$ cat src/hdl/chs_pkg.sv
// Shared constants, types and helper functions for the chained hash set.
// No dependencies; every other file of the block imports this package.
`default_nettype none
package chs_pkg;

    localparam int MAX_BUCKETS  = 4096;
    localparam int POOL_ENTRIES = 4096;
    localparam int PRIME_STEPS  = 10;
    localparam int NUM_LISTED   = 10;

    localparam int KEY_W      = 31;
    localparam int BC_W       = 12;
    localparam int ST_W       = 2;
    localparam int CMD_W      = 2;
    localparam int REQ_W      = 13;
    localparam int LIM_W      = 11;
    localparam int Q_FRAC     = 8;
    localparam int CFG_IDX_W  = 2;
    localparam int CFG_DATA_W = 13;
    localparam int STEP_W     = 4;
    localparam int OP_W       = 5;

    localparam int BKT_AW = $clog2(MAX_BUCKETS);
    localparam int ENT_AW = $clog2(POOL_ENTRIES);
    localparam int PTR_W  = $clog2(POOL_ENTRIES + 1);

    typedef logic [PTR_W-1:0] t_ptr;
    typedef logic [BC_W-1:0]  t_bc;
    typedef logic [OP_W-1:0]  t_op;

    // pointer value that marks an empty chain or an exhausted list
    localparam t_ptr EMPTY = t_ptr'(POOL_ENTRIES);

    localparam logic [CMD_W-1:0] CMD_INSERT = 2'd0;
    localparam logic [CMD_W-1:0] CMD_REMOVE = 2'd1;

    localparam logic [CFG_IDX_W-1:0] CFG_REQ   = 2'd0;
    localparam logic [CFG_IDX_W-1:0] CFG_LIMIT = 2'd1;

    localparam logic [ST_W-1:0] ST_OK        = 2'd0;
    localparam logic [ST_W-1:0] ST_TOO_LARGE = 2'd1;
    localparam logic [ST_W-1:0] ST_POOL_FULL = 2'd2;

    localparam logic [REQ_W-1:0] REQ_RESET   = 13'd3;
    localparam logic [LIM_W-1:0] LIMIT_RESET = 11'd192;

    // datapath commands
    localparam t_op OP_NONE   = 5'd0;
    localparam t_op OP_CLR    = 5'd1;
    localparam t_op OP_LATCH  = 5'd2;
    localparam t_op OP_GROW   = 5'd3;
    localparam t_op OP_RSTART = 5'd4;
    localparam t_op OP_STAT1  = 5'd5;
    localparam t_op OP_RCLR   = 5'd6;
    localparam t_op OP_RHREAD = 5'd7;
    localparam t_op OP_RHD    = 5'd8;
    localparam t_op OP_RENT   = 5'd9;
    localparam t_op OP_RKEY   = 5'd10;
    localparam t_op OP_RDIV   = 5'd11;
    localparam t_op OP_RLINK  = 5'd12;
    localparam t_op OP_RSWAP  = 5'd13;
    localparam t_op OP_HASH   = 5'd14;
    localparam t_op OP_HDIV   = 5'd15;
    localparam t_op OP_HD     = 5'd16;
    localparam t_op OP_EW     = 5'd17;
    localparam t_op OP_POPREQ = 5'd18;
    localparam t_op OP_POP    = 5'd19;
    localparam t_op OP_FRESH  = 5'd20;
    localparam t_op OP_STAT2  = 5'd21;
    localparam t_op OP_INS    = 5'd22;
    localparam t_op OP_REM1   = 5'd23;
    localparam t_op OP_REM2   = 5'd24;
    localparam t_op OP_OUT    = 5'd25;

    typedef struct packed {
        t_op op;
    } t_ctl;

    typedef struct packed {
        logic cfg_init;
        logic is_insert;
        logic is_remove;
        logic grow;
        logic can_grow;
        logic ok;
        logic found;
        logic div_busy;
        logic head_empty;
        logic key_match;
        logic link_empty;
        logic nxt_empty;
        logic idx_last_cur;
        logic idx_last_new;
        logic free_avail;
        logic fresh_avail;
        logic prev_empty;
        logic out_free;
    } t_sts;

    function automatic t_bc prime_at(input logic [STEP_W-1:0] i);
        t_bc p;
        case (i)
            4'd0:    p = 12'd3;
            4'd1:    p = 12'd7;
            4'd2:    p = 12'd23;
            4'd3:    p = 12'd47;
            4'd4:    p = 12'd103;
            4'd5:    p = 12'd211;
            4'd6:    p = 12'd431;
            4'd7:    p = 12'd859;
            4'd8:    p = 12'd1721;
            4'd9:    p = 12'd3461;
            default: p = 12'd3461;
        endcase
        return p;
    endfunction

    function automatic int last_step();
        int t;
        t = 0;
        for (int i = 0; i < NUM_LISTED && i < PRIME_STEPS; i++)
            if (int'(prime_at(STEP_W'(i))) <= MAX_BUCKETS)
                t = i;
        return t;
    endfunction

    localparam int TOP_STEP = last_step();

    // first usable prime at or above the request, capped at the largest
    function automatic logic [STEP_W-1:0] step_for(input logic [REQ_W-1:0] req);
        logic [STEP_W-1:0] s;
        s = STEP_W'(TOP_STEP);
        for (int i = NUM_LISTED - 1; i >= 0; i--)
            if (i <= TOP_STEP && req <= REQ_W'(prime_at(STEP_W'(i))))
                s = STEP_W'(i);
        return s;
    endfunction

endpackage
`default_nettype wire

$ cat src/hdl/chs_ctrl.sv
// Sequencing state machine for the hash set: lookup, insert, remove, rehash, clear.
// Depends on chs_pkg; drives chs_datapath through t_ctl and reads t_sts.
`default_nettype none
module chs_ctrl (
    input  wire logic          i_clk,
    input  wire logic          i_rst_n,
    input  wire logic          i_in_valid,
    output logic               o_in_ready,
    input  wire chs_pkg::t_sts i_sts,
    output chs_pkg::t_ctl      o_ctl
);
    import chs_pkg::*;

    localparam logic [4:0] S_CLEAR  = 5'd0;
    localparam logic [4:0] S_IDLE   = 5'd1;
    localparam logic [4:0] S_START  = 5'd2;
    localparam logic [4:0] S_CHK    = 5'd3;
    localparam logic [4:0] S_RCLR   = 5'd4;
    localparam logic [4:0] S_RHEAD  = 5'd5;
    localparam logic [4:0] S_RHD    = 5'd6;
    localparam logic [4:0] S_RENT   = 5'd7;
    localparam logic [4:0] S_RKEY   = 5'd8;
    localparam logic [4:0] S_RDIV   = 5'd9;
    localparam logic [4:0] S_RLINK  = 5'd10;
    localparam logic [4:0] S_RSWAP  = 5'd11;
    localparam logic [4:0] S_HASH   = 5'd12;
    localparam logic [4:0] S_HDIV   = 5'd13;
    localparam logic [4:0] S_HD     = 5'd14;
    localparam logic [4:0] S_EW     = 5'd15;
    localparam logic [4:0] S_ACT    = 5'd16;
    localparam logic [4:0] S_POPREQ = 5'd17;
    localparam logic [4:0] S_POP    = 5'd18;
    localparam logic [4:0] S_FRESH  = 5'd19;
    localparam logic [4:0] S_STAT2  = 5'd20;
    localparam logic [4:0] S_INS    = 5'd21;
    localparam logic [4:0] S_REM1   = 5'd22;
    localparam logic [4:0] S_REM2   = 5'd23;
    localparam logic [4:0] S_OUT    = 5'd24;

    logic [4:0] r_state;
    logic [4:0] n_state;

    always_comb begin
        n_state    = r_state;
        o_ctl.op   = OP_NONE;
        o_in_ready = 1'b0;
        case (r_state)
            S_CLEAR: begin
                o_ctl.op = OP_CLR;
                if (i_sts.idx_last_cur)
                    n_state = S_IDLE;
            end
            S_IDLE: begin
                // a resize write wins; no input transfer in that cycle
                o_in_ready = !i_sts.cfg_init;
                if (i_sts.cfg_init) begin
                    n_state = S_CLEAR;
                end else if (i_in_valid) begin
                    o_ctl.op = OP_LATCH;
                    n_state  = S_START;
                end
            end
            S_START: begin
                o_ctl.op = OP_GROW;
                n_state  = i_sts.is_insert ? S_CHK : S_HASH;
            end
            S_CHK: begin
                if (i_sts.grow && i_sts.can_grow) begin
                    o_ctl.op = OP_RSTART;
                    n_state  = S_RCLR;
                end else begin
                    if (i_sts.grow)
                        o_ctl.op = OP_STAT1;
                    n_state = S_HASH;
                end
            end
            S_RCLR: begin
                o_ctl.op = OP_RCLR;
                if (i_sts.idx_last_new)
                    n_state = S_RHEAD;
            end
            S_RHEAD: begin
                o_ctl.op = OP_RHREAD;
                n_state  = S_RHD;
            end
            S_RHD: begin
                o_ctl.op = OP_RHD;
                if (!i_sts.head_empty)
                    n_state = S_RENT;
                else
                    n_state = i_sts.idx_last_cur ? S_RSWAP : S_RHEAD;
            end
            S_RENT: begin
                o_ctl.op = OP_RENT;
                n_state  = S_RKEY;
            end
            S_RKEY: begin
                o_ctl.op = OP_RKEY;
                n_state  = S_RDIV;
            end
            S_RDIV: begin
                o_ctl.op = OP_RDIV;
                if (!i_sts.div_busy)
                    n_state = S_RLINK;
            end
            S_RLINK: begin
                o_ctl.op = OP_RLINK;
                if (!i_sts.nxt_empty)
                    n_state = S_RENT;
                else
                    n_state = i_sts.idx_last_cur ? S_RSWAP : S_RHEAD;
            end
            S_RSWAP: begin
                o_ctl.op = OP_RSWAP;
                n_state  = S_HASH;
            end
            S_HASH: begin
                o_ctl.op = OP_HASH;
                n_state  = S_HDIV;
            end
            S_HDIV: begin
                o_ctl.op = OP_HDIV;
                if (!i_sts.div_busy)
                    n_state = S_HD;
            end
            S_HD: begin
                o_ctl.op = OP_HD;
                n_state  = i_sts.head_empty ? S_ACT : S_EW;
            end
            S_EW: begin
                o_ctl.op = OP_EW;
                if (i_sts.key_match || i_sts.link_empty)
                    n_state = S_ACT;
            end
            S_ACT: begin
                n_state = S_OUT;
                if (i_sts.is_insert) begin
                    if (i_sts.ok && !i_sts.found) begin
                        if (i_sts.free_avail)
                            n_state = S_POPREQ;
                        else if (i_sts.fresh_avail)
                            n_state = S_FRESH;
                        else
                            n_state = S_STAT2;
                    end
                end else if (i_sts.is_remove && i_sts.found) begin
                    n_state = S_REM1;
                end
            end
            S_POPREQ: begin
                o_ctl.op = OP_POPREQ;
                n_state  = S_POP;
            end
            S_POP: begin
                o_ctl.op = OP_POP;
                n_state  = S_INS;
            end
            S_FRESH: begin
                o_ctl.op = OP_FRESH;
                n_state  = S_INS;
            end
            S_STAT2: begin
                o_ctl.op = OP_STAT2;
                n_state  = S_OUT;
            end
            S_INS: begin
                o_ctl.op = OP_INS;
                n_state  = S_OUT;
            end
            S_REM1: begin
                o_ctl.op = OP_REM1;
                n_state  = i_sts.prev_empty ? S_OUT : S_REM2;
            end
            S_REM2: begin
                o_ctl.op = OP_REM2;
                n_state  = S_OUT;
            end
            S_OUT: begin
                if (i_sts.out_free) begin
                    o_ctl.op = OP_OUT;
                    n_state  = S_IDLE;
                end
            end
            default: begin
                n_state = S_IDLE;
            end
        endcase
    end

    always_ff @(posedge i_clk) begin
        if (!i_rst_n) begin
            r_state <= S_CLEAR;
        end else begin
            r_state <= n_state;
        end
    end

endmodule
`default_nettype wire

$ cat config.mk
export PLATFORM = sky130hd
export DESIGN_NAME = chs_ctrl
export DESIGN_NICKNAME = d
export VERILOG_FILES = /design/src/hdl/chs_pkg.sv /design/src/hdl/chs_ctrl.sv
export SDC_FILE = /design/constraint.sdc
export NUM_CORES = 1
export LEC_CHECK = 0
export BUFFER_PORTS_ARGS = -buffer_cell sky130_fd_sc_hd__buf_2
export CORE_UTILIZATION = 55
export DETAILED_ROUTE_END_ITERATION = 12
export PLACE_DENSITY = 0.84
export SYNTH_ARGS = -nofsm -noshare
export SYNTH_HDL_FRONTEND = slang
export SYNTH_SLANG_ARGS = --single-unit
export TNS_END_PERCENT = 20
$ cat constraint.sdc
create_clock -name i_clk -period 4.1 [get_ports i_clk]
set_clock_uncertainty 0.05 [all_clocks]
set_input_delay 0.82 -clock i_clk [delete_from_list [all_inputs] [get_ports i_clk]]
set_output_delay 0.82 -clock i_clk [all_outputs]
set_load 0.01 [all_outputs]
==> qor.csv, run 1 <==
stage,metric,value,unit
outcome,status,finished clean,
global_route,largest net degree at the start of global routing,32,
sta,min cycle time layout,3.03,ns
hold_path,critical hold path startpoint,r_state[1],
routing,Initial DRT Pass Iterations,5,
synth,Post-Synth XOR/XNOR Area,0.974,%
global_route,met1 Usage GRT,38.3,%
job,# Max-Cap Violations,0,
clocking,CTS hold repair buffers,0,
routing,Wirelength per Cell,14.4,µm
clocking,post-CTS resize count,0,
cells_and_area,area delta synth->final,13.9,%
synth,dominant synthesized flop cell,dfxtp_1,
setup_path,R2R cell count,5,
setup_path,Crit Path Max Fanout,25,
synth,Simple-Gate Fraction of Synth Area,40.1,%
setup_path,R2R Path End,r_state[3],
synth,Synth cell types,50,
routing,ANT nets after route,0,
power_and_ir_drop,pwr dens,157,mW/mm²
synth,Mapped Cells,136,
global_route,first-pass GRT wire length,4.05,mm
sta,setup TNS,0,ns
routing,1st-iter DRT viols,55,
sta,final hold violations,0,
clocking,worst skew pair latency,0.23,ns
clocking,# Post-CTS Setup Buffers,0,
cells_and_area,"commonest non-fill, non-tap cells in the layout","26 x buf_2, 11 x nand2_1, 10 x nor2_1, 10 x o21ai_0, 9 x a21oi_1",
setup_path,Worst Setup End Kind,primary output,
setup_path,Reg2Reg Setup Slack,1.80,ns
setup_path,critical path type,flip-flop to primary output,
synth,adder-cell share of the synthesized area,0,%
hold_path,worst min path class,flip-flop to flip-flop,
die,Die ar.,0.00180,mm²
hold_path,WHS Endpoint,r_state[1],
synth,largest family of logic cells by synthesized area,compound AO/OA/AOI/OAI gates,
global_route,initial antenna violation count,0,
routing,drt via density,6.63,
clocking,clock buffer depth,2,
synth,sequential share of the synthesized area,11.1,%
synth,Ys Warns,0,
clocking,clock sink count,5,
synth,syn avg cell area,6.61,µm²
clocking,H-tree levels,1,
cells_and_area,biggest regs,r_state: 5 flops,
clocking,Root Driver,clkbuf_4,
global_route,gr usage total,28.3,%
sta,Max Freq,0.330,GHz
die,Die Y,42.4,µm
sta,Slew Limit Fails,0,
die,Die W,42.4,µm
sta,Worst Tran Pin Value,0.917,ns
synth,asr flop ratio synth,0,%
sta,Rel. slew slack,38.8,%
placed_design,# port buffers,26,
routing,via count,1127,
hold_path,hold path cells,2,
sta,Final WS setup,1.07,ns
synth,Syn Nets,157,
placed_design,Post-Place Worst Slack,1.34,ns
cells_and_area,# diodes,0,
routing,drt total wl,2.46,mm
setup_path,RR Startpoint,r_state[4],
synth,post-synthesis compound-gate area fraction,40.1,%
cells_and_area,max reg flops,5,
sta,final setup fails,0,
synth,post-synthesis mux area share,0,%
global_route,Global Route met2 Usage,43.4,%
clocking,CTS tree,yes,
setup_path,crit path launch type,flip-flop,
clocking,cts bufs inserted,3,
cells_and_area,"commonest non-fill, non-tap cell in the layout",buf_2,
placed_design,gpl congestion,0.907,
die,Initial Util,59.0,%
power_and_ir_drop,Peak VDD IR,0.180,mV
synth,number of synthesized register bits,5,
cells_and_area,final net count,176,
clocking,Clock transition at path regs,0.04,ns
setup_path,CP Data Required Time,3.23,ns
cells_and_area,largest register by flop count,r_state,
die,IO Count,27,
setup_path,WP data arrival,2.16,ns
synth,number of synthesized flops with an enable pin,0,
cells_and_area,Fill cells,134,
cells_and_area,proportion of layout cells with a drive suffix above 1,22.1,%
die,CORE AREA,0.00152,mm²
sta,fin crit share,74.0,%
placed_design,Post-DP HPWL,1.76,mm
global_route,grt total ovfl,0,
power_and_ir_drop,leak pwr,0.379,nW
routing,# DRC,0,
global_route,GR Layer Usage met3,4.74,%
power_and_ir_drop,Pwr Total,0.161,mW
synth,synthesized area,900,µm²
sta,RSZ-0062 raised after global routing,false,
global_route,GR peak layer,met2,
sta,Fin Hold WS,0.788,ns
global_route,vias in the first global route,969,
die,row cnt,14,
## Yosys cell counts (2+ instances only)
library cell | number | area, µm²
a21oi_1 | 9 | 45.0
nor3_1 | 2 | 10.0
nand4_1 | 2 | 12.5
nor2_1 | 10 | 37.5
nor3b_1 | 2 | 15.0
or4_1 | 2 | 15.0
o21ai_0 | 10 | 50.1
nand2b_1 | 7 | 43.8
a2111oi_0 | 2 | 17.5
nor2b_1 | 4 | 25.0
nand3b_1 | 5 | 37.5
nand3_1 | 5 | 25.0
nand2_1 | 11 | 41.3
a41oi_1 | 2 | 17.5
buf_2 | 5 | 25.0
or3_1 | 2 | 12.5
o31ai_1 | 2 | 15.0
a31oi_1 | 3 | 18.8
clkbuf_1 | 4 | 15.0
dfxtp_1 | 5 | 100
nor4_1 | 4 | 25.0
inv_1 | 4 | 15.0
a32o_1 | 2 | 20.0
buf_1 | 3 | 11.3
o22ai_1 | 3 | 18.8
a211oi_1 | 2 | 15.0
## critical path, cell delays in order, from the launching register on
cell and delay, ns:
dfxtp_1 0.79, nand2b_1 0.17, or4_4 0.52, inv_1 0.13, a21oi_1 0.08, o31ai_1 0.06, buf_2 0.17
## where the power goes
part           internal (mW)  switching (mW)  total (mW)
clock                 0.0366          0.0175      0.0541
sequential            0.0501         0.00717      0.0572
combinational         0.0238          0.0256      0.0494
total                  0.111          0.0503       0.161
## logic make-up after synthesis
kind of cell,count (synthesis)
flip-flops,5
AND/OR/NAND/NOR,63
XOR/XNOR,1
AO/OA/AOI/OAI,50
buffers and inverters,17
## per-layer routing
| metal | vias to the layer above | wire length (µm) |
|---|---|---|
| li1 | 566 | - |
| met1 | 501 | 1060 |
| met2 | 58 | 1170 |
| met3 | 2 | 206 |
| met4 | 0 | 15 |
| met5 | - | 0 |
## final cells by class
class                           count  area [µm²]  share of cell area, %
Clock buffer                        4        26.3                   2.56
Timing Repair Buffer               26         130                   12.7
Sequential cell                     5         100                   9.77
Inverter                            5        18.8                   1.83
Multi-Input combinational cell    114         729                   71.2
Tap cell                           16        20.0                   1.95
## worst max-delay path by stage
| stage | slack [ns] | end | start |
|---|---|---|---|
| floorplan | 1.59 | o_ctl[1] | i_sts[17] |
| global placement | 1.40 | o_ctl[1] | i_sts[17] |
| detailed placement | 1.34 | o_ctl[1] | r_state[0] |
| CTS | 1.07 | o_ctl[1] | r_state[0] |
| global route | 0.90 | o_ctl[1] | r_state[0] |
| finish | 1.07 | o_ctl[1] | r_state[0] |
## through the flow
stage               util, %  std cells  cell area [µm²]
CTS                    67.2        170             1020
finish                 67.2        170             1020
detailed placement     65.5        166              998
global placement       65.5        166              998
floorplan                 -        136              900
global route           67.2        170             1020
Note: power is estimated with default switching activity, not from simulation.
==> inputs of run 2 (changes only) <==
--- a/config.mk
+++ b/config.mk
@@ -6,9 +6,9 @@
 export NUM_CORES = 1
 export LEC_CHECK = 0
 export BUFFER_PORTS_ARGS = -buffer_cell sky130_fd_sc_hd__buf_2
-export CORE_UTILIZATION = 55
+export CORE_UTILIZATION = 46
 export DETAILED_ROUTE_END_ITERATION = 12
-export PLACE_DENSITY = 0.84
+export PLACE_DENSITY = 0.75
 export SYNTH_ARGS = -nofsm -noshare
 export SYNTH_HDL_FRONTEND = slang
 export SYNTH_SLANG_ARGS = --single-unit
==> constraint.sdc (replaced) <==
create_clock -name i_clk -period 2.7 [get_ports i_clk]
set_clock_uncertainty 0.05 [all_clocks]
set_input_delay 0.54 -clock i_clk [delete_from_list [all_inputs] [get_ports i_clk]]
set_output_delay 0.54 -clock i_clk [all_outputs]
set_load 0.01 [all_outputs]
==> qor.csv, run 2 (synthesis gave the netlist of run 1 again) <==
stage,metric,value,unit,change
placed_design,# port buffers,26,,unchanged
clocking,clock buffer depth,2,,unchanged
clocking,clock sink count,5,,unchanged
job,# Max-Cap Violations,0,,unchanged
placed_design,gpl congestion,0.924,,was 0.907
setup_path,crit path launch type,flip-flop,,unchanged
hold_path,critical hold path startpoint,i_rst_n,,was r_state[1]
setup_path,critical path type,flip-flop to primary output,,unchanged
global_route,initial antenna violation count,0,,unchanged
sta,Fin Hold WS,0.533,ns,was 0.788 ns
clocking,post-CTS resize count,0,,unchanged
setup_path,Reg2Reg Setup Slack,0.66,ns,was 1.80 ns
global_route,gr usage total,28.2,%,was 28.3%
hold_path,worst min path class,input port to flip-flop,,was flip-flop to flip-flop
cells_and_area,Finished Cell Area,0.00108,mm²,was 0.00102 mm²
routing,drt via density,6.46,,was 6.63
routing,drt total wl,2.70,mm,was 2.46 mm
cells_and_area,final net count,182,,was 176
clocking,Clock transition at path regs,0.04,ns,about the same
placed_design,placed cell area,0.00105,mm²,was 998 µm²
clocking,worst skew pair latency,0.25,ns,was 0.23 ns
setup_path,WP data arrival,1.81,ns,was 2.16 ns
die,Initial Util,50.5,%,was 59.0%
cells_and_area,largest register by flop count,r_state,,unchanged
cells_and_area,FF/Latch Area,100,µm²,unchanged
sta,Worst Tran Pin Value,0.477,ns,was 0.917 ns
power_and_ir_drop,Peak VDD IR,0.237,mV,was 0.180 mV
die,Die Y,46.2,µm,was 42.4 µm
setup_path,RR Startpoint,r_state[3],,was r_state[4]
routing,Initial DRT Pass Iterations,5,,unchanged
die,IO Count,27,,unchanged
clocking,CTS tree,yes,,unchanged
die,row cnt,15,,was 14
sta,Slew Limit Fails,0,,unchanged
cells_and_area,Fill cells,181,,was 134
sta,final setup fails,0,,unchanged
sta,Max Freq,0.416,GHz,
cells_and_area,max reg flops,5,,unchanged
routing,ANT nets after route,0,,unchanged
cells_and_area,proportion of layout cells with a drive suffix above 1,25.0,%,was 22.1%
cells_and_area,"commonest non-fill, non-tap cell in the layout",buf_2,,unchanged
power_and_ir_drop,leak pwr,0.411,nW,was 0.379 nW
cells_and_area,biggest regs,r_state: 5 flops,,unchanged
cells_and_area,area delta synth->final,20.2,%,was 13.9%
routing,# DRC,0,,unchanged
placed_design,Post-DP HPWL,2.07,mm,was 1.76 mm
global_route,first-pass GRT wire length,4.40,mm,was 4.05 mm
clocking,cts bufs inserted,3,,unchanged
routing,via count,1195,,was 1127
cells_and_area,multi-input logic area,729,µm²,unchanged
global_route,GR Layer Usage met3,3.14,%,was 4.74%
global_route,GR peak layer,met2,,unchanged
hold_path,hold path cells,3,,was 2
global_route,vias in the first global route,1010,,was 969
outcome,status,finished clean,,unchanged
sta,fin crit share,88.9,%,
sta,setup TNS,0,ns,unchanged
sta,final hold violations,0,,unchanged
clocking,# Post-CTS Setup Buffers,0,,unchanged
cells_and_area,# diodes,0,,unchanged
setup_path,R2R Path End,r_state[1],,was r_state[3]
die,CORE AREA,0.00178,mm²,was 0.00152 mm²
global_route,Global Route met2 Usage,44.2,%,was 43.4%
setup_path,R2R cell count,5,,unchanged
sta,Rel. slew slack,67.4,%,was 38.8%
global_route,largest net degree at the start of global routing,30,,was 32
sta,min cycle time layout,2.40,ns,
hold_path,WHS Endpoint,r_state[1],,unchanged
die,Die ar.,0.00214,mm²,was 0.00180 mm²
global_route,grt total ovfl,0,,unchanged
die,Die W,46.2,µm,was 42.4 µm
sta,RSZ-0062 raised after global routing,false,,unchanged
global_route,met1 Usage GRT,38.9,%,was 38.3%
power_and_ir_drop,pwr dens,237,mW/mm²,was 157 mW/mm²
routing,Wirelength per Cell,14.6,µm,was 14.4 µm
cells_and_area,final core occ,60.6,%,was 67.2%
clocking,CTS hold repair buffers,0,,unchanged
cells_and_area,"commonest non-fill, non-tap cells in the layout","26 x buf_2, 11 x nand2_1, 10 x nor2_1, 10 x o21ai_0, 9 x a21oi_1",,unchanged
setup_path,Worst Setup End Kind,primary output,,unchanged
clocking,H-tree levels,1,,unchanged
routing,1st-iter DRT viols,65,,was 55
setup_path,CP Data Required Time,2.11,ns,was 3.23 ns
setup_path,Crit Path Max Fanout,13,,was 25
clocking,Root Driver,clkbuf_4,,unchanged
run 2: cell count changes in the layout (fill, tap and decap cells not counted), sizes merged:
cell and change:
buf +6
run 2: area by class of cell:
| class | count | share of cell area [%] |
|---|---|---|
| multi-input cells | 114 | 67.5 |
| well taps | 25 | 2.89 |
| repair buffers | 32 | 16.2 |
| flip-flops and latches | 5 | 9.26 |
| clock buffers | 4 | 2.43 |
| inverters | 5 | 1.74 |
run 2: power by group:
part | internal [mW] | switching [mW]
logic | 0.0400 | 0.0485
registers | 0.0760 | 0.00410
clock network | 0.0559 | 0.0314
total | 0.172 | 0.0840
run 2: how the worst max path moves through the flow:
stage	endpoint	depth (start not counted)	slack, ns	startpoint
2_1_floorplan	o_ctl[4]	6	0.69	r_state[2]
3_5_place_dp	o_ctl[1]	6	0.56	i_sts[17]
5_1_grt	o_ctl[1]	6	0.21	r_state[1]
3_3_place_gp	o_ctl[1]	6	0.58	i_sts[17]
4_1_cts	o_ctl[1]	6	0.32	r_state[1]
6_report	o_ctl[1]	6	0.30	r_state[1]
run 2: critical path: stages, from the launching register on:
cell,delay (ns)
dfxtp_1,0.42
or2_1,0.30
or4_4,0.43
inv_1,0.11
a21oi_1,0.08
o31ai_1,0.06
buf_2,0.16
run 2: through the flow:
stage	setup WS [ns]	instances	power, mW
floorplan	0.688	136	0.130
global placement	0.581	181	0.166
detailed placement	0.563	181	0.168
CTS	0.319	185	0.258
global route	0.206	185	0.276
finish	0.299	185	0.256
run 2: metal layers:
metal,up-vias,wire [µm]
li1,575,-
met1,554,1120
met2,63,1310
met3,3,243
met4,0,25
met5,-,0
==> inputs of run 3 (changes only) <==
--- a/config.mk
+++ b/config.mk
@@ -5,9 +5,10 @@
 export SDC_FILE = /design/constraint.sdc
 export NUM_CORES = 1
 export LEC_CHECK = 0
-export BUFFER_PORTS_ARGS = -buffer_cell sky130_fd_sc_hd__buf_2
+export BUFFER_PORTS_ARGS = -buffer_cell sky130_fd_sc_hd__buf_4
 export CORE_UTILIZATION = 46
 export DETAILED_ROUTE_END_ITERATION = 12
+export HOLD_SLACK_MARGIN = 0.06
 export PLACE_DENSITY = 0.75
 export SYNTH_ARGS = -nofsm -noshare
 export SYNTH_HDL_FRONTEND = slang
==> qor.csv, run 3 (synthesis gave the netlist of run 1 again) <==
stage,metric,value,unit,change
outcome,status,finished clean,,unchanged
routing,ANT nets after route,0,,unchanged
placed_design,gpl congestion,0.907,,was 0.924
setup_path,RR Startpoint,r_state[3],,unchanged
routing,# DRC,0,,unchanged
power_and_ir_drop,Pwr Total,0.257,mW,was 0.256 mW
setup_path,R2R Path End,r_state[1],,unchanged
routing,drt via density,6.13,,was 6.46
setup_path,critical path type,flip-flop to primary output,,unchanged
power_and_ir_drop,Peak VDD IR,0.215,mV,was 0.237 mV
sta,final hold violations,0,,unchanged
setup_path,WP data arrival,1.91,ns,was 1.81 ns
global_route,gr usage total,26.7,%,was 28.2%
cells_and_area,max reg flops,5,,unchanged
sta,fin crit share,92.7,%,was 88.9%
clocking,H-tree levels,1,,unchanged
cells_and_area,"commonest non-fill, non-tap cell in the layout",buf_4,,was buf_2
sta,Slew Limit Fails,0,,unchanged
power_and_ir_drop,pwr dens,226,mW/mm²,was 237 mW/mm²
die,row cnt,15,,unchanged
die,Initial Util,50.5,%,unchanged
die,Die ar.,0.00214,mm²,unchanged
sta,final setup fails,0,,unchanged
placed_design,Post-DP HPWL,1.97,mm,was 2.07 mm
setup_path,CP endpoint,o_ctl[1],,unchanged
clocking,CTS tree,yes,,unchanged
power_and_ir_drop,leak pwr,0.424,nW,was 0.411 nW
global_route,largest net degree at the start of global routing,22,,was 30
job,# Max-Cap Violations,0,,unchanged
setup_path,critical path startpoint,r_state[0],,was r_state[1]
cells_and_area,# diodes,0,,unchanged
setup_path,crit path launch type,flip-flop,,unchanged
routing,drt total wl,2.59,mm,was 2.70 mm
sta,Worst Tran Pin Value,0.632,ns,was 0.477 ns
sta,Max Freq,0.400,GHz,was 0.416 GHz
setup_path,Reg2Reg Setup Slack,0.52,ns,was 0.66 ns
cells_and_area,final net count,181,,was 182
hold_path,worst min path class,input port to flip-flop,,unchanged
routing,met1 wire length,1.16,mm,was 1.12 mm
die,Die W,46.2,µm,unchanged
sta,min cycle time layout,2.50,ns,was 2.40 ns
setup_path,CP Data Required Time,2.11,ns,about the same
routing,Initial DRT Pass Iterations,4,,was 5
placed_design,# port buffers,26,,unchanged
sta,RSZ-0062 raised after global routing,false,,unchanged
hold_path,hold path cells,2,,was 3
clocking,Clock transition at path regs,0.04,ns,about the same
die,Die Y,46.2,µm,unchanged
routing,Wirelength per Cell,14.1,µm,was 14.6 µm
sta,setup TNS,0,ns,unchanged
clocking,clock sink count,5,,unchanged
cells_and_area,area delta synth->final,26.6,%,was 20.2%
cells_and_area,proportion of layout cells with a drive suffix above 1,24.5,%,was 25.0%
clocking,Root Driver,clkbuf_4,,unchanged
routing,routed wl met3,189,µm,was 243 µm
clocking,CTS hold repair buffers,0,,unchanged
cells_and_area,biggest regs,r_state: 5 flops,,unchanged
global_route,initial antenna violation count,0,,unchanged
global_route,first-pass GRT wire length,4.15,mm,was 4.40 mm
placed_design,Post-Place Worst Slack,0.480,ns,was 0.563 ns
setup_path,Crit Path Max Fanout,15,,was 13
clocking,clock buffer depth,2,,unchanged
clocking,cts bufs inserted,3,,unchanged
global_route,vias in the first global route,968,,was 1010
routing,1st-iter DRT viols,33,,was 65
routing,DR top layer,met3,,was met4
routing,wire length on met2,1.25,mm,was 1.31 mm
routing,via count,1128,,was 1195
clocking,post-CTS resize count,0,,unchanged
sta,Final WS setup,0.197,ns,was 0.299 ns
cells_and_area,"commonest non-fill, non-tap cells in the layout","31 x buf_4, 11 x nand2_1, 10 x nor2_1, 10 x o21ai_0, 9 x a21oi_1",,"was 26 x buf_2, 11 x nand2_1, 10 x nor2_1, 10 x o21ai_0, 9 x a21oi_1"
sta,Rel. slew slack,57.8,%,was 67.4%
global_route,grt total ovfl,0,,unchanged
clocking,# Post-CTS Setup Buffers,0,,unchanged
clocking,worst skew pair latency,0.24,ns,was 0.25 ns
setup_path,R2R cell count,5,,unchanged
cells_and_area,largest register by flop count,r_state,,unchanged
die,IO Count,27,,unchanged
die,CORE AREA,0.00178,mm²,unchanged
setup_path,Worst Setup End Kind,primary output,,unchanged
[run 3: cell count changes in the layout (fill, tap and decap cells not counted), sizes merged]
cell,previous run,this run
buf,32,31
[run 3: stage by stage]
stage / cell area [µm²] / hold WS (ns) / std cells / utilization [%]
after floorplan: 900 / 0.618 / 136 / -
after global placement: 1110 / 0.663 / 180 / 62.4
after detailed placement: 1110 / 0.651 / 180 / 62.4
after CTS: 1140 / 0.517 / 184 / 63.9
after global routing: 1140 / 0.530 / 184 / 63.9
final: 1140 / 0.525 / 184 / 63.9
[run 3: worst min-delay path by stage]
stage	startpoint	end	slack, ns
6_report	i_rst_n	r_state[0]	0.53
5_1_grt	i_rst_n	r_state[0]	0.53
4_1_cts	i_rst_n	r_state[0]	0.52
3_5_place_dp	r_state[2]	r_state[2]	0.65
3_3_place_gp	r_state[2]	r_state[2]	0.66
2_1_floorplan	r_state[1]	r_state[1]	0.62
[run 3: final cells by class]
class                           instances  area, µm²
Multi-Input combinational cell        114        729
Fill cell                             155        644
Timing Repair Buffer                   31        233
Sequential cell                         5        100
Tap cell                               25       31.3
Clock buffer                            4       26.3
Inverter                                5       18.8
[run 3: critical path: stages (launching register included)]
cell and delay [ns]:
dfxtp_1 0.62, nand2b_1 0.14, or4_4 0.50, inv_1 0.12, a21oi_1 0.07, o31ai_1 0.06
buf_4 0.16
[run 3: where the power goes]
group / leakage [nW] / switching [mW] / total [mW] / internal, mW
combinational: 0.369 / 0.0437 / 0.0919 / 0.0482
clock: 0.0150 / 0.0267 / 0.0824 / 0.0556
sequential: 0.0406 / 0.00686 / 0.0829 / 0.0761
[run 3: per-layer routing]
layer / GRT usage [%] / vias to the layer above
li1: - / 571
met1: 36.0 / 516
met2: 38.9 / 41
met3: 7.06 / 0
met4: 12.9 / 0
met5: 0 / -
